===== src/design/ast_pkg.sv =====
// Shared types, sizes and codes of the attribute span table.
package ast_pkg;

    // Table sizes and position width.
    localparam int SPAN_ENTRIES = 64;
    localparam int MAX_ACTIVE   = 16;
    localparam int POS_BITS     = 16;
    localparam int WORK_CAP     = 2 * SPAN_ENTRIES + 2;

    localparam int TA_BITS  = $clog2(SPAN_ENTRIES);
    localparam int CNT_BITS = $clog2(SPAN_ENTRIES + 1);
    localparam int WB_BITS  = $clog2(WORK_CAP);
    localparam int AI_BITS  = $clog2(MAX_ACTIVE);
    localparam int NA_BITS  = $clog2(MAX_ACTIVE + 1);

    // Command codes.
    localparam logic [2:0] CMD_RESET   = 3'd0;
    localparam logic [2:0] CMD_EXTEND  = 3'd1;
    localparam logic [2:0] CMD_ADD     = 3'd2;
    localparam logic [2:0] CMD_CLEAR   = 3'd3;
    localparam logic [2:0] CMD_REPLACE = 3'd4;
    localparam logic [2:0] CMD_READ    = 3'd5;

    // Result status codes.
    localparam logic [1:0] RSP_OK    = 2'd0;
    localparam logic [1:0] RSP_FULL  = 2'd1;
    localparam logic [1:0] RSP_RANGE = 2'd2;

    // Controller states; the datapath decodes them as its operation.
    localparam int ST_BITS = 5;
    localparam logic [ST_BITS-1:0] ST_IDLE   = 5'd0;
    localparam logic [ST_BITS-1:0] ST_DEC    = 5'd1;
    localparam logic [ST_BITS-1:0] ST_G_INIT = 5'd2;
    localparam logic [ST_BITS-1:0] ST_G_RD   = 5'd3;
    localparam logic [ST_BITS-1:0] ST_G_W1   = 5'd4;
    localparam logic [ST_BITS-1:0] ST_G_W2   = 5'd5;
    localparam logic [ST_BITS-1:0] ST_S_INIT = 5'd6;
    localparam logic [ST_BITS-1:0] ST_S_KEY  = 5'd7;
    localparam logic [ST_BITS-1:0] ST_S_KLD  = 5'd8;
    localparam logic [ST_BITS-1:0] ST_S_RDJ  = 5'd9;
    localparam logic [ST_BITS-1:0] ST_S_CHK  = 5'd10;
    localparam logic [ST_BITS-1:0] ST_S_PUT  = 5'd11;
    localparam logic [ST_BITS-1:0] ST_M_INIT = 5'd12;
    localparam logic [ST_BITS-1:0] ST_M_RD   = 5'd13;
    localparam logic [ST_BITS-1:0] ST_M_GRP  = 5'd14;
    localparam logic [ST_BITS-1:0] ST_M_PRN  = 5'd15;
    localparam logic [ST_BITS-1:0] ST_M_SCAN = 5'd16;
    localparam logic [ST_BITS-1:0] ST_M_ACT  = 5'd17;
    localparam logic [ST_BITS-1:0] ST_CHK    = 5'd18;
    localparam logic [ST_BITS-1:0] ST_C_RD   = 5'd19;
    localparam logic [ST_BITS-1:0] ST_C_WR   = 5'd20;
    localparam logic [ST_BITS-1:0] ST_R_RD   = 5'd21;
    localparam logic [ST_BITS-1:0] ST_FIN    = 5'd22;

    // Input word.
    typedef struct packed {
        logic [2:0]          command;
        logic [POS_BITS-1:0] range_start;
        logic [POS_BITS-1:0] range_end;
        logic [POS_BITS-1:0] count;
        logic [7:0]          attr_kind;
        logic [31:0]         attr_value;
        logic [5:0]          span_index;
    } ast_cmd_t;

    // Output word.
    typedef struct packed {
        logic [1:0]          status;
        logic [CNT_BITS-1:0] span_count;
        logic [POS_BITS-1:0] text_length;
        logic [POS_BITS-1:0] span_start;
        logic [POS_BITS-1:0] span_end;
        logic [7:0]          span_kind;
        logic [31:0]         span_value;
    } ast_rsp_t;

    // One table entry.
    typedef struct packed {
        logic [POS_BITS-1:0] lo;
        logic [POS_BITS-1:0] hi;
        logic [7:0]          kind;
        logic [31:0]         value;
    } ast_span_t;

    // Controller to datapath.
    typedef struct packed {
        logic [ST_BITS-1:0] op;
        logic               take;
        logic               give;
    } ast_ctrl_t;

    // Datapath to controller.
    typedef struct packed {
        logic is_table;
        logic is_read;
        logic is_merge;
        logic g_done;
        logic two_emit;
        logic s_done;
        logic j_zero;
        logic key_gt;
        logic r_done;
        logic new_grp;
        logic p_done;
        logic a_done;
        logic fits;
        logic c_done;
    } ast_stat_t;

endpackage


===== src/design/ast_ctrl.sv =====
// Sequencing state machine of the attribute span table.
module ast_ctrl (
    input  logic              clk,
    input  logic              rst_n,
    input  logic              cmd_valid,
    output logic              cmd_ready,
    output logic              rsp_valid,
    input  logic              rsp_ready,
    input  ast_pkg::ast_stat_t stat,
    output ast_pkg::ast_ctrl_t ctl
);

    logic [ast_pkg::ST_BITS-1:0] state_reg, state_next;
    logic                        rsp_valid_reg, rsp_valid_next;
    logic                        take, give;

    // Handshakes.
    assign cmd_ready = (state_reg == ast_pkg::ST_IDLE);
    assign take      = cmd_valid && cmd_ready;
    assign give      = (state_reg == ast_pkg::ST_FIN) && (!rsp_valid_reg || rsp_ready);
    assign rsp_valid = rsp_valid_reg;

    assign ctl.op   = state_reg;
    assign ctl.take = take;
    assign ctl.give = give;

    // Output word valid flag.
    always_comb
    begin
        rsp_valid_next = rsp_valid_reg;
        if (give)
        begin
            rsp_valid_next = 1'b1;
        end
        else if (rsp_ready)
        begin
            rsp_valid_next = 1'b0;
        end
    end

    // Next state.
    always_comb
    begin
        state_next = state_reg;
        case (state_reg)
            ast_pkg::ST_IDLE:   if (take) state_next = ast_pkg::ST_DEC;
            ast_pkg::ST_DEC:
            begin
                if (stat.is_table)
                begin
                    state_next = ast_pkg::ST_G_INIT;
                end
                else if (stat.is_read)
                begin
                    state_next = ast_pkg::ST_R_RD;
                end
                else
                begin
                    state_next = ast_pkg::ST_FIN;
                end
            end
            ast_pkg::ST_G_INIT: state_next = ast_pkg::ST_G_RD;
            ast_pkg::ST_G_RD:
                state_next = stat.g_done ? ast_pkg::ST_S_INIT : ast_pkg::ST_G_W1;
            ast_pkg::ST_G_W1:
                state_next = stat.two_emit ? ast_pkg::ST_G_W2 : ast_pkg::ST_G_RD;
            ast_pkg::ST_G_W2:   state_next = ast_pkg::ST_G_RD;
            ast_pkg::ST_S_INIT: state_next = ast_pkg::ST_S_KEY;
            ast_pkg::ST_S_KEY:
            begin
                if (!stat.s_done)
                begin
                    state_next = ast_pkg::ST_S_KLD;
                end
                else
                begin
                    state_next = stat.is_merge ? ast_pkg::ST_M_INIT : ast_pkg::ST_CHK;
                end
            end
            ast_pkg::ST_S_KLD:  state_next = ast_pkg::ST_S_RDJ;
            ast_pkg::ST_S_RDJ:
                state_next = stat.j_zero ? ast_pkg::ST_S_PUT : ast_pkg::ST_S_CHK;
            ast_pkg::ST_S_CHK:
                state_next = stat.key_gt ? ast_pkg::ST_S_RDJ : ast_pkg::ST_S_PUT;
            ast_pkg::ST_S_PUT:  state_next = ast_pkg::ST_S_KEY;
            ast_pkg::ST_M_INIT: state_next = ast_pkg::ST_M_RD;
            ast_pkg::ST_M_RD:
                state_next = stat.r_done ? ast_pkg::ST_CHK : ast_pkg::ST_M_GRP;
            ast_pkg::ST_M_GRP:
                state_next = stat.new_grp ? ast_pkg::ST_M_PRN : ast_pkg::ST_M_SCAN;
            ast_pkg::ST_M_PRN:  if (stat.p_done) state_next = ast_pkg::ST_M_SCAN;
            ast_pkg::ST_M_SCAN: if (stat.a_done) state_next = ast_pkg::ST_M_ACT;
            ast_pkg::ST_M_ACT:  state_next = ast_pkg::ST_M_RD;
            ast_pkg::ST_CHK:
                state_next = stat.fits ? ast_pkg::ST_C_RD : ast_pkg::ST_FIN;
            ast_pkg::ST_C_RD:
                state_next = stat.c_done ? ast_pkg::ST_FIN : ast_pkg::ST_C_WR;
            ast_pkg::ST_C_WR:   state_next = ast_pkg::ST_C_RD;
            ast_pkg::ST_R_RD:   state_next = ast_pkg::ST_FIN;
            ast_pkg::ST_FIN:    if (give) state_next = ast_pkg::ST_IDLE;
            default:            state_next = ast_pkg::ST_IDLE;
        endcase
    end

    // State registers.
    always_ff @(posedge clk or negedge rst_n)
    begin
        if (!rst_n)
        begin
            state_reg     <= ast_pkg::ST_IDLE;
            rsp_valid_reg <= 1'b0;
        end
        else
        begin
            state_reg     <= state_next;
            rsp_valid_reg <= rsp_valid_next;
        end
    end

endmodule


===== config.mk =====
export PLATFORM = sky130hd
export DESIGN_NAME = ast_ctrl
export DESIGN_NICKNAME = d
export VERILOG_FILES = /design/src/design/ast_pkg.sv /design/src/design/ast_ctrl.sv
export SDC_FILE = /design/constraint.sdc
export NUM_CORES = 1
export LEC_CHECK = 0
export BUFFER_PORTS_ARGS = -buffer_cell sky130_fd_sc_hd__buf_2
export CAP_MARGIN = 30
export CORE_AREA = 3 3 49 51
export DETAILED_ROUTE_END_ITERATION = 10
export DIE_AREA = 0 0 52 54
export PLACE_DENSITY = 0.73
export SETUP_SLACK_MARGIN = 0.05
export SLEW_MARGIN = 20
export SYNTH_ARGS = -nofsm -noshare
export SYNTH_HDL_FRONTEND = slang
export SYNTH_SLANG_ARGS = --single-unit

===== constraint.sdc =====
create_clock -name clk -period 1.4 [get_ports clk]
set_clock_uncertainty 0.1 [all_clocks]
set_input_delay 0.28 -clock clk [delete_from_list [all_inputs] [get_ports clk]]
set_output_delay 0.28 -clock clk [all_outputs]
set_load 0.01 [all_outputs]

# Word level (Yosys, flattened, before mapping)
# Index checks and enable logic that the tools add are counted.
# Widths: inputs -> output; s select.
dict set report classes {
  magnitude_cmp 0
  bitwise 0
  n_eq_ne 26
  shifts 0
  n_mul 0
  mux 19
  n_reduce_logical 10
  n_addsub 0
  div 0
}
# operator n
set op_table {}
lappend op_table {{$pmux 5 s20} 1}
lappend op_table {{$mux 5} 9}
lappend op_table {{$eq 5x4->1 const B} 8}
lappend op_table {{$eq 5x5->1 const B} 7}
lappend op_table {{$eq 5x3->1 const B} 4}
lappend op_table {{$eq 5x2->1 const B} 2}
lappend op_table {{$mux 2} 4}
lappend op_table {{$mux 3} 2}
lappend op_table {{$ne 2x2->1 const B} 3}
lappend op_table {{$reduce_or 2->1} 3}
lappend op_table {{$eq 5x1->1 const B} 1}
lappend op_table {{$logic_not 5->1} 1}
lappend op_table {{$reduce_and 4->1} 1}
lappend op_table {{$mux 1} 3}
lappend op_table {{$logic_and 1x1->1} 2}
lappend op_table {{$ne 2x1->1 const B} 1}
lappend op_table {{$reduce_bool 2->1} 1}
lappend op_table {{$logic_not 1->1} 1}
lappend op_table {{$logic_or 1x1->1} 1}
dict set report totals {
  latch_bits 0
  register_bits 6
  wordCells 57
  out_inout_bits 9
  ram_bits 0
  in_bits 18
  memories 0
  romBits 0
}

# Longest topological paths before layout
# Gate-level depths: netlist of the first run.
dict set report depth {
  ltp_word 5
  mapped_depth 7
  depth_no_buf 4
}

# Least setup slack after synthesis of the first run
# OpenSTA, ideal clock, no wires.
dict set report synth_timing {
  path_type {register to output}
  startpoint {register state_reg[4] (netlist bit)}
  endpoint {output ctl[1] (netlist bit)}
  setup_slack_ns -0.291
  path_stages_with_launch 6
  arrival_ns 1.311
  path_cell_list {dfrtp_1 > buf_6 > buf_2 > and3b_1 > and2_1 > buf_4}
}
dict set report synth_via {
  elab_chain_cells 2
}
# item line_no
set synth_rtl {}
lappend synth_rtl {{start, declared} ast_ctrl.sv:13} ;# logic [ast_pkg::ST_BITS-1:0] state_reg, state_next;
lappend synth_rtl {{start signal, assigned} ast_ctrl.sv:110} ;# state_reg <= ast_pkg::ST_IDLE;
lappend synth_rtl {{start signal, assigned} ast_ctrl.sv:115} ;# state_reg <= state_next;
lappend synth_rtl {{$logic_not 5->1} ast_ctrl.sv:18} ;# assign cmd_ready = (state_reg == ast_pkg::ST_IDLE);
lappend synth_rtl {{named net cmd_ready} ast_ctrl.sv:6} ;# output logic cmd_ready,
lappend synth_rtl {{$logic_and 1x1->1} ast_ctrl.sv:19} ;# assign take = cmd_valid && cmd_ready;
lappend synth_rtl {{end, declared} ast_ctrl.sv:10} ;# output ast_pkg::ast_ctrl_t ctl
# The timed path passes the listed nets, and every way through them passes these cells.

==> metrics.csv, run 1 <==
metric,value,unit
CP Data Arrival Time,1390,ps
via count of the first global-routing pass,1122,
endpoint type of the worst setup path,output pin,
fraction of post-synthesis cell area in the top cell type by area,0.1630,
initial detailed-routing violation count,70,
area of placed instances,1279,µm²
Mapped Cells,110,
power density over the cells,2370,nW/µm²
wire per inst,20.40,µm
DIE AREA,2808,µm²
most frequently used flop master after synthesis,sky130_fd_sc_hd__dfrtp_1,
worst reg2reg endpoint,state_reg[4],
remaining global-route overflow,0,
Mean Syn Cell Area,8.372,µm²
number of H-tree branching levels,1,
RD Place Congestion,0.9417,
Initial DRT Pass Iterations,4,
latest clock arrival within the worst-skew pair,260,ps
via count normalized by instance count,6.181,
# clock sinks,6,
number of nets in the synthesized netlist,128,
share of flip-flops with an asynchronous set or reset,1.000,
"Hold Vio Cnt, Final",0,
I/O pins,27,
kind of launch point of the worst setup path,flop,
sequential area share after synthesis,0.1630,
"commonest cells after routing, fill and taps aside","29 x sky130_fd_sc_hd__buf_4, 21 x sky130_fd_sc_hd__buf_2, 15 x sky130_fd_sc_hd__buf_6",
number of max-slew violations in the final report,0,
final worst slack,-369.4,ps
cell internal power dissipation,2.106,mW
CP Class,flop to output pin,
fraction of layout cells with a size suffix above 1,0.6337,
maximum capacitance violations,0,
largest area contributor in the synthesized netlist,sky130_fd_sc_hd__dfrtp_1,
RR Startpoint,state_reg[0],
max_slew headroom,0.7119,
pin count of the biggest net entering global routing,22,
worst reg-to-reg path cell count,6,
outcome,"complete, but fails checks",
clock edge transition at the registers on the reported setup and hold paths,50,ps
TritonCTS clock tree,yes,
global-route wire length before repair,5112,µm
Peak supply drop,1.315,mV
Final period util,1.264,
maximum fanout encountered on the critical timing path,7,
num rows,16,
setup-violating endpoint count in the final report,10,
switching pwr,1.669,mW
half-perimeter wire length of the detailed placement result,2318,µm
number of vias in the routed layout,1230,
leakage power figure,0.7275,nW
switching share of power,0.4421,
top achievable clock speed,565.2,MHz
count of antenna-violating nets left after detailed routing,0,
part of the power in the clock network,0.049,
wire length after detailed routing,4060,µm
logic gate share of total power,0.851,
class of the worst hold path,input port to asynchronous set/reset pin,
Total GRT Usage,0.2419,
count of buffers from port buffering,26,
minimum clock period after layout,1769,ps
clock root cell,sky130_fd_sc_hd__clkbuf_4,
area overhead of the layout relative to synthesis,72.96,%
Seq pwr share,0.100,
Worst Path Required,1020,ps
transition time at the pin with the least slew margin,431.1,ps
"flip-flop count of the largest register, all copies and words added",5,
DRC viols,0,
Inserted Clock Buffers,3,
setup repair after global routing missed its margin,yes,
cell types occupying the most area after synthesis,"sky130_fd_sc_hd__dfrtp_1 16%, sky130_fd_sc_hd__nand2b_1 5.4%, sky130_fd_sc_hd__buf_6 4.9%, sky130_fd_sc_hd__nand3b_1 4.1%, sky130_fd_sc_hd__nor2_1 3.7%",
Layout Nets,191,
final cell area excluding filler cells,1593,µm²
post-synth design cell area,920.9,µm²
failing checks,negative setup slack,
Seq cells post-synth,6,
worst reg2reg setup slack,-300,ps
initial standard-cell utilization of the core,0.4646,
antenna cell count,0,
"most common cell after layout, fill and taps aside",sky130_fd_sc_hd__buf_4,
number of antenna violations at the first check in global routing,0,
pre-CTS WS,-295.3,ps
height of the die,54,µm
fin util,0.8037,
Placeable Area,1982,µm²
deepest clock path buffer count,2,
Post-synth EDFFs,0,
Die X,52,µm
worst hold-check slack,286.7,ps
number of synthesis warnings,0,
number of different library cells in the post-synthesis netlist,53,
-- layout make-up --
| cell class | count | area, µm² |
|---|---|---|
| clock buffers | 4 | 26.28 |
| fillers | 121 | 389.1 |
| inverters | 3 | 15.01 |
| multi-input cells | 88 | 760.7 |
| flip-flops and latches | 6 | 155.1 |
| well taps | 27 | 33.78 |
| repair buffers | 71 | 601.8 |
-- worst max path at each step --
stage | start | endpoint | slack, ps | depth (start not counted)
CTS | state_reg[0] | ctl[1] | -280 | 5
floorplan | state_reg[3] | state_reg[4] | -210 | 5
global placement | state_reg[4] | state_reg[4] | -260 | 5
detailed placement | state_reg[4] | state_reg[4] | -300 | 5
global route | state_reg[0] | ctl[0] | -390 | 5
finish | state_reg[0] | ctl[0] | -370 | 5
-- repair_timing --
action / CTS / global route
pin swaps: 6 / 10
endpoints found under the hold margin: 6 / 0
gates resized for setup: 17 / 22
buffers inserted: 7 / 5
cloned: 0 / 1
setup endpoints to repair: 11 / 13
hold buffers: 1 / 0
-- per-stage QoR --
step                setup TNS [ps]  cells  power (mW)
finish                       -2544    199       3.775
global route                 -2854    199       3.947
CTS                          -1957    194       3.133
detailed placement           -1201    183       2.627
global placement             -1082    183       2.581
floorplan                   -788.2    110       1.832
-- logic make-up after synthesis --
logic type | count (synthesis) | share of synthesized area
multiplexers | 2 | 0.02717
AND/OR/NAND/NOR | 57 | 0.4253
AO/OA/AOI/OAI | 29 | 0.2541
buffers and inverters | 16 | 0.1304
flip-flops | 6 | 0.1630
-- power groups by stage --
stage | clock (mW) | sequential [mW] | combinational [mW]
2_1_floorplan | 0 | 0.386 | 1.45
3_3_place_gp | 0 | 0.378 | 2.20
3_5_place_dp | 0 | 0.384 | 2.24
4_1_cts | 0.179 | 0.355 | 2.60
5_1_grt | 0.191 | 0.386 | 3.37
6_report | 0.186 | 0.378 | 3.21
-- critical path: stages (launching register included) --
cell and delay [ps]:
sky130_fd_sc_hd__dfrtp_2 430, sky130_fd_sc_hd__buf_8 160, sky130_fd_sc_hd__nor2b_4 130, sky130_fd_sc_hd__nand3_2 90, sky130_fd_sc_hd__nor2_1 140, sky130_fd_sc_hd__buf_2 170
-- per-layer routing --
| layer | vias up | global-route usage | wire length, µm |
|---|---|---|---|
| met5 | - | 0 | 0 |
| met4 | 0 | 0.06987 | 204 |
| met3 | 26 | 0.03601 | 381 |
| met2 | 85 | 0.4100 | 1999 |
| met1 | 575 | 0.3162 | 1476 |
| li1 | 544 | - | - |
-- cells in the mapped netlist (2+ instances only) --
| cell type | n |
|---|---|
| sky130_fd_sc_hd__nor2_1 | 9 |
| sky130_fd_sc_hd__nand2b_1 | 8 |
| sky130_fd_sc_hd__dfrtp_1 | 6 |
| sky130_fd_sc_hd__a21oi_1 | 5 |
| sky130_fd_sc_hd__nand3b_1 | 5 |
| sky130_fd_sc_hd__nor2b_1 | 5 |
| sky130_fd_sc_hd__buf_4 | 4 |
| sky130_fd_sc_hd__buf_6 | 4 |
| sky130_fd_sc_hd__buf_2 | 3 |
| sky130_fd_sc_hd__inv_1 | 3 |
| sky130_fd_sc_hd__nand3_1 | 3 |
| sky130_fd_sc_hd__nand4_1 | 3 |
| sky130_fd_sc_hd__or3b_1 | 3 |
| sky130_fd_sc_hd__a211oi_1 | 2 |
| sky130_fd_sc_hd__a22o_1 | 2 |
| sky130_fd_sc_hd__and3b_1 | 2 |
| sky130_fd_sc_hd__nand2_1 | 2 |
| sky130_fd_sc_hd__nand2_2 | 2 |
| sky130_fd_sc_hd__nor4_1 | 2 |
| sky130_fd_sc_hd__nor4b_1 | 2 |
| sky130_fd_sc_hd__o22ai_1 | 2 |
| sky130_fd_sc_hd__o31ai_1 | 2 |
Power figures use the tool's default switching activity.
==> run 2: changes to the inputs <==
REMOVE_ABC_BUFFERS = 1   (was not set)
==> metrics.csv, run 2 (synthesized netlist as in run 1, its figures left out) <==
metric,value,unit
outcome,"complete, but fails checks",
failing checks,negative setup slack,
logic gate share of total power,0.848,
Final period util,1.203,
Initial DRT Pass Iterations,4,
switching share of power,0.4347,
number of vias in the routed layout,1157,
part of the power in the clock network,0.043,
Seq pwr share,0.110,
maximum capacitance violations,0,
Placeable Area,1982,µm²
transition time at the pin with the least slew margin,307.4,ps
endpoint type of the worst setup path,flop,
max_slew headroom,0.7931,
DRC viols,0,
minimum clock period after layout,1684,ps
TritonCTS clock tree,yes,
Layout Nets,195,
kind of launch point of the worst setup path,flop,
remaining global-route overflow,0,
latest clock arrival within the worst-skew pair,240,ps
via count of the first global-routing pass,1117,
class of the worst hold path,input port to asynchronous set/reset pin,
"Largest delay share family, worst path",simple AND/OR/NAND/NOR gates,
setup repair after global routing missed its margin,yes,
number of H-tree branching levels,1,
"commonest cells after routing, fill and taps aside","37 x sky130_fd_sc_hd__buf_4, 23 x sky130_fd_sc_hd__buf_2, 12 x sky130_fd_sc_hd__buf_6",
# clock sinks,6,
area of placed instances,1201,µm²
pin count of the biggest net entering global routing,14,
maximum fanout encountered on the critical timing path,7,
global-route wire length before repair,4885,µm
initial detailed-routing violation count,59,
half-perimeter wire length of the detailed placement result,2174,µm
CP Data Arrival Time,1760,ps
fraction of layout cells with a size suffix above 1,0.6343,
"Hold Vio Cnt, Final",0,
"Power, Total",3.595,mW
initial standard-cell utilization of the core,0.4646,
number of antenna violations at the first check in global routing,0,
worst path cell trace,buf_6 > buf_4 > buf_6 > or3b_1 > a21oi_1 > o21bai_1 > nand4_1,
"most common cell after layout, fill and taps aside",sky130_fd_sc_hd__buf_4,
sum of negative setup slack,-1982,ps
clock root cell,sky130_fd_sc_hd__clkbuf_4,
count of buffers from port buffering,26,
power density over the cells,2300,nW/µm²
setup-violating endpoint count in the final report,10,
final worst slack,-284.3,ps
"flip-flop count of the largest register, all copies and words added",5,
top achievable clock speed,593.7,MHz
Peak supply drop,1.303,mV
DIE AREA,2808,µm²
worst hold-check slack,292.5,ps
RD Place Congestion,0.8779,
Inserted Clock Buffers,3,
WP buf/inv,3,
switching pwr,1.563,mW
largest incremental delay on the critical path,410,ps
deepest clock path buffer count,2,
number of cells on the critical path,7,
num rows,16,
final cell area excluding filler cells,1563,µm²
Worst path slowest cell,sky130_fd_sc_hd__dfrtp_1,
count of antenna-violating nets left after detailed routing,0,
clock edge transition at the registers on the reported setup and hold paths,50,ps
antenna cell count,0,
wire length after detailed routing,3392,µm
fin util,0.7885,
worst reg-to-reg path cell count,7,
Worst Path Required,1470,ps
I/O pins,27,
cell internal power dissipation,2.032,mW
Total GRT Usage,0.2314,
Worst path most repeated cell,sky130_fd_sc_hd__buf_6,
via count normalized by instance count,5.728,
height of the die,54,µm
number of max-slew violations in the final report,0,
leakage power figure,0.7325,nW
CP Class,flop to flop,
area overhead of the layout relative to synthesis,69.70,%
wire per inst,16.79,µm
Die X,52,µm
[run 2: final timing paths]
check                      slack (ps)      endpoint         start
max in group asynchronous         740  state_reg[0]         rst_n
hold / removal                    290  state_reg[1]         rst_n
setup / recovery                 -280  state_reg[1]  state_reg[1]
min in group clk                  320  state_reg[1]       stat[6]
hold reg to reg                   610     rsp_valid  state_reg[3]
setup reg to reg                 -280  state_reg[1]  state_reg[1]
[run 2: area by class of cell]
class | instances | area, µm²
Clock buffer | 3 | 22.52
Fill cell | 142 | 419.2
Inverter | 3 | 15.01
Multi-Input combinational cell | 88 | 763.2
Sequential cell | 6 | 155.1
Tap cell | 27 | 33.78
Timing Repair Buffer | 75 | 573.1
[run 2: per-stage QoR]
step / instances / setup slack, ps
after global routing: 202 / -342.9
after floorplan: 97 / -474.6
after detailed placement: 180 / -382.0
after CTS: 194 / -275.6
final: 202 / -284.3
after global placement: 180 / -417.4
[run 2: repair_timing]
action,in CTS,in global routing
hold buffers,1,0
setup buffers,10,8
pin swaps,1,12
resized for setup,18,28
hold endpoints to repair,6,0
setup endpoints to repair,10,12
[run 2: power groups by stage]
stage / clock, mW / combinational (mW) / sequential, mW
floorplan: 0 / 0.893 / 0.593
global placement: 0 / 1.99 / 0.389
detailed placement: 0 / 2.05 / 0.398
CTS: 0.159 / 2.37 / 0.428
global route: 0.167 / 3.23 / 0.404
finish: 0.154 / 3.05 / 0.394
[run 2: layer usage]
metal,up-vias,track usage,part of all wire
met5,-,0,0
met4,0,0.09607,0.0065
met3,3,0.02770,0.095
met2,66,0.4268,0.53
met1,540,0.2681,0.36
li1,548,-,-
[run 2: worst register-to-register path: stages (launching register included)]
cell and delay, ps:
sky130_fd_sc_hd__dfrtp_1 410, sky130_fd_sc_hd__buf_6 160, sky130_fd_sc_hd__buf_4 130, sky130_fd_sc_hd__buf_6 120, sky130_fd_sc_hd__or3b_1 340, sky130_fd_sc_hd__a21oi_1 170
sky130_fd_sc_hd__o21bai_1 100, sky130_fd_sc_hd__nand4_1 90
==> run 3: changes to the inputs <==
RECOVER_POWER = 100   (was not set)
==> metrics.csv, run 3 (synthesized netlist as in run 1, its figures left out) <==
metric,value,unit
outcome,"complete, but fails checks",
failing checks,negative setup slack,
Layout Nets,195,
max_slew headroom,0.7763,
I/O pins,27,
Placeable Area,1982,µm²
global-route wire length before repair,4885,µm
power density over the cells,2300,nW/µm²
fill cell count,146,
number of antenna violations at the first check in global routing,0,
antenna cell count,0,
Worst Path Required,1420,ps
Post-Layout Cell Count,202,
clock edge transition at the registers on the reported setup and hold paths,50,ps
final worst slack,-292.8,ps
Inserted Clock Buffers,3,
number of H-tree branching levels,1,
pre-CTS WS,-382.0,ps
num rows,16,
maximum fanout encountered on the critical timing path,5,
via count of the first global-routing pass,1117,
initial standard-cell utilization of the core,0.4646,
kind of launch point of the worst setup path,flop,
top achievable clock speed,590.7,MHz
pin count of the biggest net entering global routing,14,
worst hold path stage count,4,
area of placed instances,1201,µm²
TritonCTS clock tree,yes,
number of max-slew violations in the final report,0,
height of the die,54,µm
RD Place Congestion,0.8779,
number of vias in the routed layout,1178,
wire length after detailed routing,3384,µm
"commonest cells after routing, fill and taps aside","38 x sky130_fd_sc_hd__buf_4, 21 x sky130_fd_sc_hd__buf_2, 11 x sky130_fd_sc_hd__buf_6",
# clock sinks,6,
remaining global-route overflow,0,
clock root cell,sky130_fd_sc_hd__clkbuf_4,
"most common cell after layout, fill and taps aside",sky130_fd_sc_hd__buf_4,
minimum clock period after layout,1693,ps
worst reg-to-reg path cell count,6,
Final period util,1.209,
CP Data Arrival Time,1710,ps
maximum capacitance violations,0,
class of the worst hold path,input port to flop,
deepest clock path buffer count,2,
area overhead of the layout relative to synthesis,69.02,%
setup repair after global routing missed its margin,yes,
count of buffers from port buffering,26,
Die X,52,µm
count of antenna-violating nets left after detailed routing,0,
Initial DRT Pass Iterations,4,
initial detailed-routing violation count,60,
via count normalized by instance count,5.832,
final cell area excluding filler cells,1556,µm²
Total GRT Usage,0.2314,
"flip-flop count of the largest register, all copies and words added",5,
Peak supply drop,1.305,mV
"Hold Vio Cnt, Final",0,
CP Class,flop to flop,
setup-violating endpoint count in the final report,10,
wire per inst,16.75,µm
DRC viols,0,
endpoint type of the worst setup path,flop,
half-perimeter wire length of the detailed placement result,2174,µm
"Power, Total",3.580,mW
DIE AREA,2808,µm²
latest clock arrival within the worst-skew pair,240,ps
leakage power figure,0.7243,nW
transition time at the pin with the least slew margin,335.6,ps
total placed cells including tap cells,180,
fraction of layout cells with a size suffix above 1,0.6229,
-- run 3: cell types whose count changed in the layout (fill, tap and decap cells not counted) --
cell                       previous run  this run
sky130_fd_sc_hd__clkbuf_1             0         2
sky130_fd_sc_hd__buf_4               37        38
sky130_fd_sc_hd__buf_2               23        21
sky130_fd_sc_hd__buf_6               12        11
-- run 3: area by class of cell --
type                    count  area, µm²  area share
multi-input cells          88      763.2      0.4904
repair buffers             75      566.8      0.3641
flip-flops and latches      6      155.1     0.09968
well taps                  27      33.78     0.02170
clock buffers               3      22.52     0.01447
inverters                   3      15.01    0.009646
-- run 3: what timing repair did --
action	CTS	global route
hold buffers	1	0
resized for setup	18	28
pin swaps	1	12
endpoints found under the setup margin	10	12
buffers inserted	10	8
endpoints found under the hold margin	6	0
-- run 3: per-layer routing --
layer | vias to the layer above | wire length (µm) | track usage
met5 | - | 0 | 0
met4 | 0 | 30 | 0.09607
met2 | 63 | 1782 | 0.4268
met1 | 562 | 1322 | 0.2681
met3 | 5 | 249 | 0.02770
li1 | 548 | - | -
-- run 3: critical path, stage by stage, from the launching register on --
cell	delay [ps]
sky130_fd_sc_hd__dfrtp_2	410
sky130_fd_sc_hd__buf_12	140
sky130_fd_sc_hd__buf_4	130
sky130_fd_sc_hd__nor4b_2	150
sky130_fd_sc_hd__a211oi_1	240
sky130_fd_sc_hd__o31ai_1	120
sky130_fd_sc_hd__mux2_4	280
-- run 3: worst paths after layout --
path	from	to	slack, ps
worst min-delay path	stat[6]	state_reg[1]	330
worst max register to register	state_reg[0]	state_reg[4]	-290
max in group asynchronous	rst_n	state_reg[0]	580
min in group asynchronous	rst_n	state_reg[1]	350
worst min register to register	state_reg[3]	rsp_valid	620
worst max-delay path	state_reg[0]	state_reg[4]	-290
-- run 3: per-stage QoR --
step | hold WS, ps | utilization | setup TNS (ps)
finish | 325.9 | 0.7854 | -2017
global route | 330.5 | 0.7854 | -2469
CTS | 289.4 | 0.6907 | -1945
detailed placement | 11.83 | 0.6061 | -2144
global placement | 6.737 | 0.6061 | -1971
floorplan | -115.6 | - | -2443
-- run 3: report_power, final --
| part | internal, mW | total (mW) | leakage (nW) | switching (mW) |
|---|---|---|---|---|
| sequential | 0.266 | 0.393 | 0.0706 | 0.127 |
| combinational | 1.66 | 3.03 | 0.640 | 1.37 |
| clock | 0.0967 | 0.155 | 0.0138 | 0.0582 |
| total | 2.02 | 3.58 | 0.724 | 1.56 |
